## src/brme_pkg.sv

```systemverilog
// ----------------------------------------------------------------------------
// Bitmap range mark/erase package
// Shared constants, codes and the decoded range type.
// ----------------------------------------------------------------------------
package brme_pkg;

  localparam int TABLE_WORDS_DEFAULT = 1024;
  localparam int SLOT_ORDER_DEFAULT  = 4;
  localparam int WORD_ORDER_DEFAULT  = 5;

  // Widest word index and bit index the parameter ranges allow.
  localparam int MAX_WORD_BITS = 16;
  localparam int MAX_BIT_BITS  = 6;

  localparam logic KIND_MARK  = 1'b0;
  localparam logic KIND_ERASE = 1'b1;

  localparam logic STATUS_DONE  = 1'b0;
  localparam logic STATUS_ERROR = 1'b1;

  typedef struct packed {
    logic                     err;
    logic [MAX_WORD_BITS-1:0] first_word;
    logic [MAX_WORD_BITS-1:0] last_word;
    logic [MAX_BIT_BITS-1:0]  first_bit;
    logic [MAX_BIT_BITS-1:0]  last_bit;
  } brme_range_t;

endpackage

```

## src/brme_decode.sv

```systemverilog
// ----------------------------------------------------------------------------
// Request decoder
// Two-stage check of alignment, base and size, and split of the range into
// first and last word and bit positions.
// ----------------------------------------------------------------------------
module brme_decode #(
  parameter int TABLE_WORDS = brme_pkg::TABLE_WORDS_DEFAULT,
  parameter int SLOT_ORDER  = brme_pkg::SLOT_ORDER_DEFAULT,
  parameter int WORD_ORDER  = brme_pkg::WORD_ORDER_DEFAULT
) (
  input  logic                 clk,
  input  logic                 rst_n,
  input  logic                 go,
  input  logic [31:0]          start_address,
  input  logic [31:0]          byte_size,
  input  logic [31:0]          base_address,
  output logic                 done,
  output brme_pkg::brme_range_t range
);

  localparam int AW          = (TABLE_WORDS > 1) ? $clog2(TABLE_WORDS) : 1;
  localparam int WBITS       = 1 << WORD_ORDER;
  localparam int TOTAL_SLOTS = TABLE_WORDS * WBITS;

  logic        a_vld_r;
  logic        b_vld_r;
  logic        mis_r;
  logic        below_r;
  logic        zero_r;
  logic [31:0] off_r;
  logic [31:0] size_m1_r;
  logic [32:0] diff;

  logic [32:0] last_off;
  logic [32:0] last_slot;
  logic [31:0] first_slot;
  logic        over;

  brme_pkg::brme_range_t range_nxt;
  brme_pkg::brme_range_t range_r;

  assign diff = {1'b0, start_address} - {1'b0, base_address};

  always_ff @(posedge clk) begin
    if (!rst_n) begin
      a_vld_r <= 1'b0;
      b_vld_r <= 1'b0;
    end else begin
      a_vld_r <= go;
      b_vld_r <= a_vld_r;
    end
  end

  always_ff @(posedge clk) begin
    if (go) begin
      mis_r     <= |start_address[SLOT_ORDER-1:0];
      below_r   <= diff[32];
      off_r     <= diff[31:0];
      zero_r    <= (byte_size == 32'd0);
      size_m1_r <= byte_size - 32'd1;
    end
    if (a_vld_r) begin
      range_r <= range_nxt;
    end
  end

  always_comb begin
    last_off   = {1'b0, off_r} + {1'b0, size_m1_r};
    last_slot  = last_off >> SLOT_ORDER;
    first_slot = off_r >> SLOT_ORDER;
    over       = (last_slot >= 33'(TOTAL_SLOTS));

    range_nxt.err        = mis_r | below_r | zero_r | over;
    range_nxt.first_word = brme_pkg::MAX_WORD_BITS'(first_slot[WORD_ORDER +: AW]);
    range_nxt.last_word  = brme_pkg::MAX_WORD_BITS'(last_slot[WORD_ORDER +: AW]);
    range_nxt.first_bit  = brme_pkg::MAX_BIT_BITS'(first_slot[WORD_ORDER-1:0]);
    range_nxt.last_bit   = brme_pkg::MAX_BIT_BITS'(last_slot[WORD_ORDER-1:0]);
  end

  assign done  = b_vld_r;
  assign range = range_r;

endmodule

```

## config.mk

```make
export PLATFORM = sky130hd
export DESIGN_NAME = brme_decode
export DESIGN_NICKNAME = d
export VERILOG_FILES = /design/src/brme_pkg.sv /design/src/brme_decode.sv
export SDC_FILE = /design/constraint.sdc
export NUM_CORES = 1
export LEC_CHECK = 0
export BUFFER_PORTS_ARGS = -buffer_cell sky130_fd_sc_hd__buf_4
export CORE_MARGIN = 3
export CORE_UTILIZATION = 55
export CTS_CLUSTER_DIAMETER = 150
export DETAILED_ROUTE_END_ITERATION = 10
export GPL_ROUTABILITY_DRIVEN = 0
export MAX_ROUTING_LAYER = met4
export PLACE_DENSITY = 0.84
export SLEW_MARGIN = 5
export SYNTH_ARGS = -nofsm -noshare
export SYNTH_HDL_FRONTEND = slang
export SYNTH_SLANG_ARGS = --single-unit
export TNS_END_PERCENT = 1
```

## constraint.sdc

```tcl
create_clock -name clk -period 7.9 [get_ports clk]
set_input_delay 0.79 -clock clk [delete_from_list [all_inputs] [get_ports clk]]
set_output_delay 0.79 -clock clk [all_outputs]
set_load 0.01 [all_outputs]
```

==> out/metrics.cfg, run 1 <==
[critical_path]
worst-path-max-fanout=3
cp_slowest_cell=fa_1
endpoint_kind=flop
ff2ff_path_depth=10
cp.arrival_ns=3.35
crit_family=compound AO/OA/AOI/OAI gates
crit_buf_inv=2
reg2reg_from=off_r[2]$_DFFE_PP_
cp_common_cell=a21oi_1
cpPeakStageDelay_ns=0.40
regToRegSetupSlack_ns=4.83
cp.required_ns=7.99
rr_endpoint=range[44]$_DFFE_PP_
worst-setup-path-type=in2reg
cp-start-kind=input pin
critical_path.cell_chain=buf_4, inv_1, ha_1, fa_1, nand2b_1, a21oi_1, o211a_1, o2111ai_1, a21oi_1, a211oi_1, o31ai_1, a21o_1, a21oi_1

[global_routing]
track_usage_pct=21.7
grt_pass1_vias=5151
grt-ovfl-total=0
grt_max_degree=69
antenna_found_initial=0
grt_pass1_wl_um=23800

[power]
ir_drop_mv=0.113
power_w=0.00165
pwr-share-seq_pct=43.0
power.switching_w=0.000510
p_leak_nw=3.61
power_density_mw_per_mm2=202
internal-power_w=0.00114
p_sw_share_pct=30.9
power.clock.fraction_pct=23.5
p_comb_share_pct=33.5

[route]
drtPass1Iterations=5
drtIter0Drc=334
drc=0
routedWlPerCell_um=15.4
wl_um=14600
vias_per_cell=5.50
antenna_left=0
num_vias=5229

[min_path]
min_path_cells=0
min_from=off_r[4]$_DFFE_PP_
min_to=range[6]$_DFFE_PP_
hp-class=reg2reg

[finish]
n_antenna_cell=0
fill_cells=882
finalNonFillerCells=950
flow.area_growth_from_synthesis_pct=20.0
final_nets=941
drive_gt1_share_pct=22.0

[cts]
postCtsHoldBufs=0
cts.sinks=100
htree_levels=3
cts-buffers-inserted=9
cts_resized=0
post-cts-setup-buffers=0
cts_tree=yes
clockBufferDepth=2
root_buffer=clkbuf_16
clk_latency_ns=0.34
clk_pin_slew_ns=0.06

[yosys]
synth_flop_cell=edfxtp_1
yosysSeqAreaShare_pct=43.7
synth_area_mm2=0.00683
yosys-top-cells-area=edfxtp_1 (43%), ha_1 (12%), xnor2_1 (5.0%)
synth_top_area_share_pct=43.1
synth_cell_type_count=67
yosysTopAreaCell=edfxtp_1
ys_ff_latch=100
syn_avg_cell_area_um2=10.7
synth_cells=640
ys_warn_count=0
synth.most_common_cell=edfxtp_1
synth_edf_count=98
ys_top_cells_by_count=edfxtp_1 (98), ha_1 (64), inv_1 (54)
async_flop_share_pct=0

[floorplan]
die_h_um=117
initial_utilization_pct=56.6
die_w_um=117
std_cell_rows=40
io_pins=145
dieArea_mm2=0.0138
coreArea_mm2=0.0121

[placed_design]
portBuffers=130
post-place-cells=934
place_hpwl_um=11800

[sta]
max_slew_margin_pct=45.1
finalHoldViolCount=0
worst_pin_slew_ns=0.823
setup_viol=0
final_max_slew_viol_count=0
finalSetupTns_ns=0
timing.final.crit_period_ns=3.26
rsz0062_at_grt=false
period_share_pct=41.2
fmax_mhz=307
clock_skew_ns=0.00721

[status]
outcome=finished, final reports clean

[run]
drv_cap=0

-- power groups by stage --
| stage | Sequential, W | Clock [W] | Combinational, W |
|---|---|---|---|
| 2_1_floorplan | 0.000718 | 0 | 0.000372 |
| 3_3_place_gp | 0.000719 | 0 | 0.000516 |
| 3_5_place_dp | 0.000721 | 0 | 0.000541 |
| 4_1_cts | 0.000710 | 0.000395 | 0.000545 |
| 5_1_grt | 0.000716 | 0.000420 | 0.000607 |
| 6_report | 0.000711 | 0.000389 | 0.000553 |
-- flip-flops by register name, summed over array words and instances (netlist names) --
signal	cells
a_vld_r	1
below_r	1
size_m1_r	32
range	31
zero_r	1
done	1
off_r	32
mis_r	1
-- per-stage QoR --
stage	setup slack [ns]	hold slack (ns)	cell area, um^2	util [%]
floorplan	4.71	0.433	6880	-
global placement	4.38	0.472	7940	65.8
detailed placement	4.32	0.472	7940	65.8
CTS	4.67	0.486	8200	68.0
global route	4.36	0.502	8200	68.0
finish	4.64	0.489	8200	68.0
-- cells in the final DEF (no fill, tap or decap), types with 4 or more instances in the layout --
cell       synthesis  routed
buf_4             16     131
edfxtp_1          98      98
ha_1              64      64
inv_1             54      54
a21oi_1           45      45
nand2_1           43      43
nor2_1            42      42
xnor2_1           39      39
xor2_1            35      35
o21ai_0           24      24
a21o_1            20      20
nor3_1            14      14
conb_1             1      14
or3_1             12      12
nand4_1            9       9
clkbuf_16          0       9
nor2b_1            8       8
nand3_1            8       8
o31ai_1            7       7
o21a_1             7       7
a211oi_1           7       7
nand2b_1           5       5
nor4_1             5       5
mux2i_1            4       4
or4_1              4       4
-- kinds of logic after synthesis --
group / Yosys count / synth area share (%)
DFF: 100 / 43.7
adders and majority gates: 65 / 12.0
other: 1 / 0.0549
and+or+nand+nor: 172 / 13.3
AOI/OAI and AO/OA: 151 / 15.8
xor gates and xnor gates: 74 / 9.49
muxes: 5 / 0.751
buffers and inverters: 72 / 4.94
-- worst max-delay path by stage --
| stage | from | to | slack (ns) | cells after the start |
|---|---|---|---|---|
| 2_1_floorplan | start_address[0] | below_r$_DFFE_PP_ | 4.71 | 12 |
| 3_3_place_gp | start_address[0] | below_r$_DFFE_PP_ | 4.38 | 13 |
| 3_5_place_dp | start_address[0] | below_r$_DFFE_PP_ | 4.32 | 13 |
| 4_1_cts | start_address[0] | below_r$_DFFE_PP_ | 4.67 | 13 |
| 5_1_grt | start_address[0] | below_r$_DFFE_PP_ | 4.36 | 13 |
| 6_report | start_address[0] | below_r$_DFFE_PP_ | 4.64 | 13 |
-- worst register-to-register path: cells and delay by family (launching register included) --
kind / cells / cell delay [ns]
flip-flops: 1 / 0.39
AND/OR/NAND/NOR: 3 / 0.50
adder cells (fa/ha/maj): 1 / 0.31
AO/OA/AOI/OAI: 6 / 1.61
-- metal layers --
metal  wire [um]  track usage [%]
met5           0                -
met4         372             7.84
met3         830             3.27
met2        7220             36.5
met1        6180             26.8
-- cell type report --
type | count | area, um^2 | share of cell area (%)
clock buffer | 12 | 236 | 2.88
clock inverter | 4 | 25.0 | 0.305
inverter | 54 | 203 | 2.47
multi-input combinational | 481 | 3560 | 43.4
sequential | 100 | 2980 | 36.4
tap | 168 | 210 | 2.56
timing repair buffer | 131 | 983 | 12.0
(Power assumes the default switching activity.)
==> inputs of run 2 (changes only) <==
Clock period 7.9 ns to 3.37 ns, I/O delays scaled along.
==> out/metrics.cfg, run 2 (synthesis gave the netlist of run 1 again) <==
[floorplan]
io_pins=145  ; unchanged
die_w_um=117  ; unchanged
die_h_um=117  ; unchanged
initial_utilization_pct=56.6  ; unchanged
dieArea_mm2=0.0138  ; unchanged
std_cell_rows=40  ; unchanged
coreArea_mm2=0.0121  ; unchanged

[route]
wl_um=14600  ; -0.13%
drc=0  ; unchanged
routedWlPerCell_um=15.3  ; -0.13%
antenna_left=0  ; unchanged
drtPass1Iterations=5  ; unchanged
drtIter0Drc=295  ; -12%
vias_per_cell=5.49  ; -0.34%
num_vias=5211  ; -0.34%

[power]
pwr-share-seq_pct=42.1  ; -0.9 points
p_sw_share_pct=30.5  ; -0.39 points
internal-power_w=0.00275  ; +140%
p_leak_nw=3.62  ; +0.34%
p_comb_share_pct=32.5  ; -1.0 points
power.switching_w=0.00121  ; +140%
power_density_mw_per_mm2=480  ; +140%
ir_drop_mv=0.267  ; +140%
power.clock.fraction_pct=25.3  ; +1.8 points
power_w=0.00395  ; +140%

[global_routing]
track_usage_pct=21.5  ; -0.18 points
grt-ovfl-total=0  ; unchanged
grt_pass1_vias=5009  ; -2.8%
grt_max_degree=69  ; unchanged
grt_pass1_wl_um=23500  ; -1.2%
antenna_found_initial=0  ; unchanged

[critical_path]
cpPeakStageDelay_ns=0.46  ; +0.06 ns
endpoint_kind=flop
cp.required_ns=3.45  ; -4.54 ns
regToRegSetupSlack_ns=0.29  ; -4.54 ns
cp_slowest_cell=a311oi_2
cp.arrival_ns=3.16  ; -0.19 ns
worst-setup-path-type=reg2reg
endpoint=range[44]$_DFFE_PP_
reg2reg_from=off_r[2]$_DFFE_PP_
critical_path.cell_chain=ha_1, nand4_1, a211oi_2, o21ai_2, a311oi_2, o41ai_4, o21a_1, and2b_2, o31ai_1, nand4_1
cp_num_cells=10  ; -3
cp-start-kind=flop
ff2ff_path_depth=10  ; unchanged
crit_buf_inv=0  ; -2
rr_endpoint=range[44]$_DFFE_PP_
crit_start=off_r[2]$_DFFE_PP_
crit_family=compound AO/OA/AOI/OAI gates
cp_common_cell=nand4_1
worst-path-max-fanout=4  ; +1

[sta]
fmax_mhz=325
max_slew_margin_pct=43.8  ; -1.3 points
period_share_pct=91.3
worst_pin_slew_ns=0.842  ; +0.0192 ns
finalSetupTns_ns=0  ; unchanged
clock_skew_ns=0.00843  ; +0.00122 ns
timing.final.crit_period_ns=3.08
holdWs_ns=0.204  ; -0.285 ns
rsz0062_at_grt=false
final_max_slew_viol_count=0  ; unchanged
setup_viol=0  ; unchanged
finalHoldViolCount=0  ; unchanged

[status]
outcome=finished, final reports clean

[cts]
postCtsHoldBufs=0  ; unchanged
cts_resized=0  ; unchanged
cts.sinks=100  ; unchanged
post-cts-setup-buffers=0  ; unchanged
cts_tree=yes
clk_pin_slew_ns=0.07  ; about the same
clockBufferDepth=2  ; unchanged
clk_latency_ns=0.35  ; about the same
cts-buffers-inserted=9  ; unchanged
root_buffer=clkbuf_16
htree_levels=3  ; unchanged

[placed_design]
portBuffers=130  ; unchanged
place_hpwl_um=11700  ; -0.89%

[finish]
flow.area_growth_from_synthesis_pct=20.5
final_nets=941  ; unchanged
layout_common_cells=buf_4 (131), edfxtp_1 (98), ha_1 (64), inv_1 (54), a21oi_1 (45)
fin_util_pct=68.2  ; +0.25 points
drive_gt1_share_pct=22.3  ; +0.26 points
n_antenna_cell=0  ; unchanged
layout_commonest_cell=buf_4

[run]
drv_cap=0  ; unchanged

[min_path]
hp-class=in2reg

## run 2: cell types whose count changed in the layout (fill, tap and decap cells not counted)
cell,before,now
clkinv_1,1,2
bufinv_16,0,1
clkbuf_1,3,0
clkinvlp_4,1,2
## run 2: power groups by stage
| stage | combinational (W) | sequential, W | clock (W) |
|---|---|---|---|
| detailed placement | 0.00126 | 0.00169 | 0 |
| CTS | 0.00128 | 0.00166 | 0.00102 |
| floorplan | 0.000873 | 0.00168 | 0 |
| global placement | 0.00121 | 0.00168 | 0 |
| global route | 0.00142 | 0.00168 | 0.00107 |
| finish | 0.00129 | 0.00167 | 0.00100 |
## run 2: how the worst min path moves through the flow
stage	slack (ns)	start	end	depth (start not counted)
global placement	0.47	off_r[4]$_DFFE_PP_	range[6]$_DFFE_PP_	0
global route	0.21	rst_n	done$_SDFF_PN0_	2
CTS	0.19	rst_n	done$_SDFF_PN0_	2
floorplan	0.43	off_r[8]$_DFFE_PP_	range[10]$_DFFE_PP_	0
finish	0.20	rst_n	done$_SDFF_PN0_	2
detailed placement	0.48	off_r[4]$_DFFE_PP_	range[6]$_DFFE_PP_	0
## run 2: metal layers
layer	global-route usage, %	wire length (um)
met5	-	0
met4	8.35	384
met3	2.69	827
met2	35.6	7140
met1	27.2	6230
## run 2: area by class of cell
type                            count  area, um^2
Multi-Input combinational cell    481        3560
Clock inverter                      7        66.3
Fill cell                         863        3830
Tap cell                          168         210
Sequential cell                   100        2980
Timing Repair Buffer              131         983
Clock buffer                        9         225
Inverter                           54         203
## run 2: per-stage QoR
| stage | setup slack [ns] | std cells | area (um^2) |
|---|---|---|---|
| after floorplan | 0.629 | 653 | 6880 |
| after global placement | 0.304 | 934 | 7940 |
| after detailed placement | 0.161 | 934 | 7940 |
| after CTS | 0.294 | 950 | 8230 |
| after global routing | 0.0652 | 950 | 8230 |
| final | 0.294 | 950 | 8230 |
